`config.mk`:
```
export PLATFORM = sky130hd
export DESIGN_NAME = serial_line_assembler_with_tx_ring_unit
export DESIGN_NICKNAME = d
export VERILOG_FILES = /design/src/rtl/sla_pkg.sv /design/src/rtl/sla_tx_ring.sv /design/src/rtl/sla_line_buf.sv /design/src/rtl/serial_line_assembler_with_tx_ring_unit.sv
export SDC_FILE = /design/constraint.sdc
export NUM_CORES = 2
export LEC_CHECK = 0
export BUFFER_PORTS_ARGS = -buffer_cell sky130_fd_sc_hd__clkbuf_2
export CAP_MARGIN = 10
export CORE_MARGIN = 5
export CORE_UTILIZATION = 57
export DETAILED_ROUTE_END_ITERATION = 10
export GPL_TIMING_DRIVEN = 0
export PLACE_DENSITY = 0.83
export SLEW_MARGIN = 30
export SYNTH_ARGS = -nofsm -noshare
export SYNTH_HDL_FRONTEND = slang
export SYNTH_HIERARCHICAL = 1
export SYNTH_SLANG_ARGS = --single-unit
```
`constraint.sdc`:
```
create_clock -name aclk -period 4.1 [get_ports aclk]
set_clock_uncertainty 0.1 [all_clocks]
set_input_delay 0 -clock aclk [delete_from_list [all_inputs] [get_ports aclk]]
set_output_delay 0 -clock aclk [all_outputs]
set_load 0.02 [all_outputs]
```
`src/rtl/sla_pkg.sv`:
```
// Shared types and character codes for the serial line assembler.
package sla_pkg;

    localparam logic [2:0] REQ_RX      = 3'd0;
    localparam logic [2:0] REQ_TX_RDY  = 3'd1;
    localparam logic [2:0] REQ_PUSH    = 3'd2;
    localparam logic [2:0] REQ_RELEASE = 3'd3;
    localparam logic [2:0] REQ_READ    = 3'd4;

    localparam logic [7:0] CHAR_CR = 8'h0D;
    localparam logic [7:0] CHAR_LF = 8'h0A;
    localparam logic [7:0] CHAR_LT = 8'h3C;
    localparam logic [7:0] CHAR_O  = 8'h4F;
    localparam logic [7:0] CHAR_GT = 8'h3E;
    localparam logic [7:0] CHAR_L  = 8'h4C;

    // Longest burst of bytes one received word can queue into the ring.
    localparam int MSG_MAX = 5;

    typedef struct packed {
        logic       push;
        logic       pop;
        logic [7:0] data;
    } ring_cmd_t;

    typedef struct packed {
        logic       store;
        logic       release_line;
        logic       read;
        logic [7:0] data;
        logic [5:0] rd_index;
    } line_cmd_t;

    typedef struct packed {
        logic pending;
        logic completed_second;
        logic at_last;
    } line_stat_t;

endpackage

```
`src/rtl/sla_tx_ring.sv`:
```
// Transmit ring: byte memory with head, tail and fill count.
module sla_tx_ring #(
    parameter int TX_DEPTH = 64
) (
    input  logic                         aclk,
    input  logic                         aresetn,
    input  sla_pkg::ring_cmd_t           cmd,
    output logic [7:0]                   rd_data,
    output logic [$clog2(TX_DEPTH+1)-1:0] count
);
    import sla_pkg::*;

    localparam int PW = $clog2(TX_DEPTH);
    localparam int CW = $clog2(TX_DEPTH + 1);

    logic [7:0]    mem [TX_DEPTH];
    logic [PW-1:0] head_reg, head_next;
    logic [PW-1:0] tail_reg, tail_next;
    logic [CW-1:0] count_reg, count_next;
    logic [7:0]    rd_reg;
    logic          do_push;
    logic          do_pop;

    // A push into a full ring is dropped.
    assign do_push = cmd.push && (count_reg != CW'(TX_DEPTH));
    assign do_pop  = cmd.pop && (count_reg != '0);

    always_comb begin
        head_next  = head_reg;
        tail_next  = tail_reg;
        count_next = count_reg;
        if (do_push) begin
            tail_next  = (tail_reg == PW'(TX_DEPTH - 1)) ? '0 : tail_reg + PW'(1);
            count_next = count_reg + CW'(1);
        end else if (do_pop) begin
            head_next  = (head_reg == PW'(TX_DEPTH - 1)) ? '0 : head_reg + PW'(1);
            count_next = count_reg - CW'(1);
        end
    end

    always_ff @(posedge aclk) begin
        if (!aresetn) begin
            head_reg  <= '0;
            tail_reg  <= '0;
            count_reg <= '0;
        end else begin
            head_reg  <= head_next;
            tail_reg  <= tail_next;
            count_reg <= count_next;
        end
    end

    always_ff @(posedge aclk) begin
        if (do_push) begin
            mem[tail_reg] <= cmd.data;
        end
        if (do_pop) begin
            rd_reg <= mem[head_reg];
        end
    end

    assign rd_data = rd_reg;
    assign count   = count_reg;

endmodule

```
`src/rtl/sla_line_buf.sv`:
```
// Double line store: one memory holding both lines plus fill and handover state.
module sla_line_buf #(
    parameter int LINE_LAST = 63
) (
    input  logic                aclk,
    input  logic                aresetn,
    input  sla_pkg::line_cmd_t  cmd,
    output sla_pkg::line_stat_t stat,
    output logic [7:0]          rd_data
);
    import sla_pkg::*;

    localparam int LW = $clog2(LINE_LAST + 1);

    // The upper address bit selects the store, the lower bits the position.
    logic [7:0]    mem [2**(LW+1)];
    logic [LW-1:0] pos_reg, pos_next;
    logic          filling_reg, filling_next;
    logic          completed_reg, completed_next;
    logic          pending_reg, pending_next;
    logic [7:0]    data_reg;
    logic          in_range_reg;
    logic          at_last;
    logic          in_range;

    assign at_last  = (pos_reg == LW'(LINE_LAST));
    assign in_range = (32'(cmd.rd_index) <= LINE_LAST);

    always_comb begin
        pos_next       = pos_reg;
        filling_next   = filling_reg;
        completed_next = completed_reg;
        pending_next   = pending_reg;
        if (cmd.store) begin
            if (cmd.data == 8'd0) begin
                pos_next = '0;
                if (!pending_reg) begin
                    completed_next = filling_reg;
                    filling_next   = !filling_reg;
                    pending_next   = 1'b1;
                end
            end else begin
                pos_next = at_last ? '0 : pos_reg + LW'(1);
            end
        end else if (cmd.release_line) begin
            pending_next = 1'b0;
        end
    end

    always_ff @(posedge aclk) begin
        if (!aresetn) begin
            pos_reg       <= '0;
            filling_reg   <= 1'b0;
            completed_reg <= 1'b0;
            pending_reg   <= 1'b0;
        end else begin
            pos_reg       <= pos_next;
            filling_reg   <= filling_next;
            completed_reg <= completed_next;
            pending_reg   <= pending_next;
        end
    end

    always_ff @(posedge aclk) begin
        if (cmd.store) begin
            mem[{filling_reg, pos_reg}] <= cmd.data;
        end
        if (cmd.read) begin
            data_reg     <= mem[{completed_reg, LW'(cmd.rd_index)}];
            in_range_reg <= in_range;
        end
    end

    assign rd_data = in_range_reg ? data_reg : 8'd0;

    assign stat.pending          = pending_reg;
    assign stat.completed_second = completed_reg;
    assign stat.at_last          = at_last;

endmodule

```
`src/rtl/serial_line_assembler_with_tx_ring_unit.sv`:
```
// Top level of the serial line assembler: request decode, ring sequencer, result register.
//
// Each request word is taken while the sequencer is idle, then queues its bytes into the
// transmit ring (none to five), one byte per cycle, and then posts its result; the single
// write port of the ring memory sets that pace. Posting waits while the previous result
// is still held on m_valid without m_ready. A new word can be taken in the cycle after its
// predecessor posts, so no word is taken while the previous one is still in progress.
// Line bytes and ring bytes live in synchronous memories, so a read of a line position
// or of the ring head is answered from a registered read taken when the word is accepted.
// Line positions never written since reset read back as undefined data.
module serial_line_assembler_with_tx_ring_unit #(
    parameter int LINE_LAST = 63,
    parameter int TX_DEPTH  = 64
) (
    input  logic       aclk,
    input  logic       aresetn,
    input  logic       cfg_wr_en,
    input  logic       cfg_wr_data,
    input  logic       s_valid,
    output logic       s_ready,
    input  logic [2:0] s_req_type,
    input  logic [7:0] s_rx_byte,
    input  logic       s_rx_fault,
    input  logic [7:0] s_push_byte,
    input  logic [5:0] s_read_index,
    output logic       m_valid,
    input  logic       m_ready,
    output logic       m_tx_valid,
    output logic [7:0] m_tx_byte,
    output logic       m_line_ready,
    output logic       m_ready_store,
    output logic [7:0] m_line_data,
    output logic [6:0] m_free_space,
    output logic       m_tx_pending
);
    import sla_pkg::*;

    localparam int CW = $clog2(TX_DEPTH + 1);

    localparam logic S_IDLE = 1'b0;
    localparam logic S_RUN  = 1'b1;

    logic          state_reg, state_next;
    logic          echo_reg;
    logic [7:0]    msg_reg [MSG_MAX];
    logic [7:0]    msg_next [MSG_MAX];
    logic [2:0]    cnt_reg, cnt_next;
    logic [2:0]    idx_reg, idx_next;
    logic          txv_reg, txv_next;
    logic          is_read_reg, is_read_next;
    logic          out_load;
    logic          accept;

    ring_cmd_t     ring_cmd;
    line_cmd_t     line_cmd;
    line_stat_t    line_stat;
    logic [7:0]    ring_rd_data;
    logic [7:0]    line_rd_data;
    logic [CW-1:0] ring_count;
    logic [CW-1:0] space;

    logic          m_valid_reg;
    logic          tx_valid_reg;
    logic [7:0]    tx_byte_reg;
    logic          line_ready_reg;
    logic          ready_store_reg;
    logic [7:0]    line_data_reg;
    logic [6:0]    free_space_reg;
    logic          tx_pending_reg;

    sla_tx_ring #(
        .TX_DEPTH(TX_DEPTH)
    ) u_ring (
        .aclk    (aclk),
        .aresetn (aresetn),
        .cmd     (ring_cmd),
        .rd_data (ring_rd_data),
        .count   (ring_count)
    );

    sla_line_buf #(
        .LINE_LAST(LINE_LAST)
    ) u_line (
        .aclk    (aclk),
        .aresetn (aresetn),
        .cmd     (line_cmd),
        .stat    (line_stat),
        .rd_data (line_rd_data)
    );

    assign s_ready = (state_reg == S_IDLE);
    assign accept  = s_valid && s_ready;
    assign space   = CW'(TX_DEPTH) - ring_count;

    always_comb begin
        logic [7:0] b;
        state_next   = state_reg;
        cnt_next     = cnt_reg;
        idx_next     = idx_reg;
        txv_next     = txv_reg;
        is_read_next = is_read_reg;
        msg_next     = msg_reg;
        ring_cmd     = '0;
        line_cmd     = '0;
        out_load     = 1'b0;
        b            = (s_rx_byte == CHAR_CR) ? 8'd0 : s_rx_byte;

        unique case (state_reg)
            S_IDLE: begin
                if (accept) begin
                    state_next   = S_RUN;
                    cnt_next     = 3'd0;
                    idx_next     = 3'd0;
                    txv_next     = 1'b0;
                    is_read_next = 1'b0;
                    unique case (s_req_type)
                        REQ_RX: begin
                            if (!s_rx_fault) begin
                                line_cmd.store = 1'b1;
                                line_cmd.data  = b;
                                if (s_rx_byte == CHAR_CR && echo_reg) begin
                                    msg_next[cnt_next] = CHAR_CR;
                                    cnt_next           = cnt_next + 3'd1;
                                    msg_next[cnt_next] = CHAR_LF;
                                    cnt_next           = cnt_next + 3'd1;
                                end
                                if (b == 8'd0) begin
                                    // Overrun: the other line has not been released.
                                    if (line_stat.pending) begin
                                        if (!echo_reg) begin
                                            msg_next[cnt_next] = CHAR_LT;
                                            cnt_next           = cnt_next + 3'd1;
                                        end
                                        msg_next[cnt_next] = CHAR_O;
                                        cnt_next           = cnt_next + 3'd1;
                                        msg_next[cnt_next] = CHAR_GT;
                                        cnt_next           = cnt_next + 3'd1;
                                    end
                                end else begin
                                    if (echo_reg) begin
                                        msg_next[cnt_next] = b;
                                        cnt_next           = cnt_next + 3'd1;
                                    end
                                    if (line_stat.at_last) begin
                                        if (echo_reg) begin
                                            msg_next[cnt_next] = CHAR_CR;
                                            cnt_next           = cnt_next + 3'd1;
                                            msg_next[cnt_next] = CHAR_LF;
                                            cnt_next           = cnt_next + 3'd1;
                                        end else begin
                                            msg_next[cnt_next] = CHAR_LT;
                                            cnt_next           = cnt_next + 3'd1;
                                        end
                                        msg_next[cnt_next] = CHAR_L;
                                        cnt_next           = cnt_next + 3'd1;
                                        msg_next[cnt_next] = CHAR_GT;
                                        cnt_next           = cnt_next + 3'd1;
                                    end
                                end
                            end
                        end
                        REQ_TX_RDY: begin
                            if (ring_count != '0) begin
                                ring_cmd.pop = 1'b1;
                                txv_next     = 1'b1;
                            end
                        end
                        REQ_PUSH: begin
                            msg_next[0] = s_push_byte;
                            cnt_next    = 3'd1;
                        end
                        REQ_RELEASE: begin
                            line_cmd.release_line = 1'b1;
                        end
                        REQ_READ: begin
                            line_cmd.read     = 1'b1;
                            line_cmd.rd_index = s_read_index;
                            is_read_next      = 1'b1;
                        end
                        default: begin
                        end
                    endcase
                end
            end
            S_RUN: begin
                if (idx_reg != cnt_reg) begin
                    ring_cmd.push = 1'b1;
                    ring_cmd.data = msg_reg[idx_reg];
                    idx_next      = idx_reg + 3'd1;
                end else if (!m_valid_reg || m_ready) begin
                    out_load   = 1'b1;
                    state_next = S_IDLE;
                end
            end
            default: begin
                state_next = S_IDLE;
            end
        endcase
    end

    always_ff @(posedge aclk) begin
        if (!aresetn) begin
            state_reg   <= S_IDLE;
            echo_reg    <= 1'b1;
            m_valid_reg <= 1'b0;
        end else begin
            state_reg <= state_next;
            if (cfg_wr_en) begin
                echo_reg <= cfg_wr_data;
            end
            if (out_load) begin
                m_valid_reg <= 1'b1;
            end else if (m_ready) begin
                m_valid_reg <= 1'b0;
            end
        end
    end

    always_ff @(posedge aclk) begin
        msg_reg     <= msg_next;
        cnt_reg     <= cnt_next;
        idx_reg     <= idx_next;
        txv_reg     <= txv_next;
        is_read_reg <= is_read_next;
        if (out_load) begin
            tx_valid_reg    <= txv_reg;
            tx_byte_reg     <= txv_reg ? ring_rd_data : 8'd0;
            line_ready_reg  <= line_stat.pending;
            ready_store_reg <= line_stat.completed_second;
            line_data_reg   <= is_read_reg ? line_rd_data : 8'd0;
            free_space_reg  <= 7'(space);
            tx_pending_reg  <= (ring_count != '0);
        end
    end

    assign m_valid       = m_valid_reg;
    assign m_tx_valid    = tx_valid_reg;
    assign m_tx_byte     = tx_byte_reg;
    assign m_line_ready  = line_ready_reg;
    assign m_ready_store = ready_store_reg;
    assign m_line_data   = line_data_reg;
    assign m_free_space  = free_space_reg;
    assign m_tx_pending  = tx_pending_reg;

endmodule

```
==> run_results.csv <==
group,metric,value,unit
run_status,outcome,"finished, violations left",
run_status,violations,"negative setup slack",
sta,period_share,108,%
sta,tightestPinTransition,1.28,ns
sta,slew_headroom,14.6,%
synthesis,synthFlopType,"edfxtp_1",
critical_path,crit_fanout,10,
placed_design,place_hpwl,105000,um
synthesis,synth_top_area_share,74.7,%
cts,clockBufferDepth,3,
die,fp.dieW,349,um
layout,area_growth_syn_to_layout,14.4,%
cts,insertion_delay,0.80,ns
grt,antenna_found_initial,13,
sta,hold_violations,0,
synthesis,netlist_top_cells_count,"edfxtp_1 (1,627), mux4_2 (456), nor2_1 (235)",
sta,grt_setup_unrepaired,"true",
route,wire_per_inst,37.1,um
synthesis,synth_cell_type_count,72,
die,io_pins,61,
die,die_area,0.122,sq mm
route,wl,186000,um
route,postRouteAntennaNets,0,
grt,overflow,0,
placed_design,post-place-ws,-1.03,ns
layout,multi_input_area,0.0155,sq mm
grt,first_global_vias,37100,
layout,layout-drive-gt1-share,30.5,%
synthesis,syn_area,0.0654,sq mm
sta,tns,-9.74,ns
cts,h-tree-depth,4,
sta,slew_violations,0,
cts,clkTransAtPathRegs,0.07,ns
placed_design,routabilityCongestion,0.927,
critical_path,crit_type,"reg2reg",
grt,grt_pass1_wl,267000,um
cts,clock_sinks,1658,
synthesis,synth_nets,3118,
sta,setup_viol,189,
layout,regArea,0.0495,sq mm
synthesis,yosys.area.top_type,"edfxtp_1",
route,firstDrtPassIters,7,
hold_path,min_path_type,"in2reg",
grt,grt_use_total,30.7,%
cts,clockRootBuffer,"clkbuf_16",
critical_path,cp.arrival,4.68,ns
critical_path,crit_required,4.37,ns
synthesis,ys_seq_elements,1658,
grt,grt_max_degree,73,
layout,largest_reg_flops,1024,
sta,layout_setup_ws,-0.310,ns
sta,max_freq,0.227,GHz
synthesis,ys_warn_count,6,
sta,fin_crit,4.41,ns
pwr,leakage,25.0,nW
pwr,power_density,462,mW/mm^2
placed_design,portBuffers,57,
route,drt_iter0_markers,6674,
synthesis,yosysSeqAreaShare,75.7,%
sta,holdWs,0.144,ns
die,num_rows,124,
route,num_vias,36500,
pwr,ir_drop,0.000435,V
synthesis,synth_edf_count,1627,
cts,cts_tree,"built",
die,core,0.114,sq mm
route,via_per_inst,7.26,
synthesis,avgSynthCellArea,21.3,sq um
synthesis,yosysMostFrequentCell,"edfxtp_1",
die,initial_utilization,57.3,%
cts,numCtsBuffers,159,
layout,nets,3429,
die,die_y,349,um
layout,fillCellCount,6516,
critical_path,cp-start-kind,"flip-flop",
route,drc,0,
critical_path,endpoint_kind,"flip-flop",
synthesis,synth_cells,3074,
synthesis,async_flop_share,0,%
synthesis,ys_top_cells_by_area,"edfxtp_1 (75%), mux4_2 (16%), nor2_1 (1.3%), dfxtp_1 (0.95%), mux2i_1 (0.58%)",
run,maxCapViolCount,0,
[routing by layer]
metal	track usage [%]	wire length (um)	vias to the layer above
li1	-	-	13500
met2	48.1	88000	3883
met5	0.0392	173	-
met3	10.1	28300	940
met4	15.9	12400	18
met1	38.8	57500	18200
[cell type report]
| cell class | instances | share of cell area, % |
|---|---|---|
| Antenna cell | 5 | 0.0167 |
| Buffer | 168 | 1.47 |
| Clock buffer | 199 | 5.56 |
| Clock inverter | 87 | 1.19 |
| Inverter | 25 | 0.129 |
| Multi-Input combinational cell | 1220 | 20.7 |
| Sequential cell | 1658 | 66.1 |
| Tap cell | 1512 | 2.53 |
| Timing Repair Buffer | 153 | 2.28 |
[kinds of logic (layout without fill, tap and decap cells)]
family	after synthesis	after routing	share of synthesized area (%)
DFF	1658	1658	75.7
adders and majority gates	12	12	0.241
buffers and inverters	196	632	1.46
muxes	509	509	16.6
other	0	5	0
xor gates and xnor gates	28	28	0.375
and+or+nand+nor	486	486	3.49
AOI/OAI and AO/OA	185	185	2.21
[report_power, final]
part           switching, mW  internal (mW)  total [mW]
clock network           6.50           7.97        14.5
registers             0.0789           18.6        18.7
logic                  0.903          0.547        1.45
[repair_timing]
item | in CTS | in global routing
endpoints found under the setup margin | 764 | 833
hold buffers | 53 | 0
endpoints found under the hold margin | 763 | 0
pin swaps | 3 | 0
setup buffers | 12 | 0
resized for setup | 195 | 32
cloned | 0 | 0
[worst paths after layout]
check,cells after the start,to,start,slack [ns]
worst min-delay path,3,u_line/completed_reg,aresetn,0.14
worst max register to register,7,u_line/mem[26][4],state_reg,-0.31
worst max-delay path,7,u_line/mem[26][4],state_reg,-0.31
worst min register to register,1,m_line_data[3],u_line/data_reg[3],0.44
[through the flow]
step | util, % | instances | cell area, sq um | total power, mW
after floorplan | - | 3074 | 65400 | 19.8
after global placement | 59.2 | 4643 | 67600 | 20.2
after detailed placement | 60.0 | 4674 | 68500 | 20.3
after CTS | 65.4 | 5023 | 74700 | 34.5
after global routing | 65.5 | 5022 | 74800 | 35.5
final | 65.5 | 5027 | 74800 | 34.6
[critical path: stages, from the launching register on]
cell	delay, ns
dfxtp_1	0.38
nand2b_2	0.30
or2_2	0.44
inv_1	0.37
nor2b_1	0.38
nand2_1	0.37
clkbuf_2	0.52
nor2_1	1.11
[layout by cell type, fill, tap and decap left out, drive strengths merged, types with 6 or more instances in the layout]
master,n
dlygate4sd3,53
o22ai,14
nand3,26
mux4,456
a21oi,19
nor2b,25
ha,11
nand2,65
a21o,7
bufinv,11
or2,7
nand3b,8
clkinv,64
and3,10
xnor2,16
or3,8
o21a,6
o221ai,13
a211o,6
o21ai,13
nor3,20
a22oi,23
a211oi,12
nand2b,8
dfxtp,31
buf,139
clkinvlp,6
xor2,12
nand4,15
clkbuf,328
mux2i,38
edfxtp,1627
and2,37
nor2,236
a22o,24
mux2,15
inv,31
a221oi,16
Power figures use the tool's default switching activity.
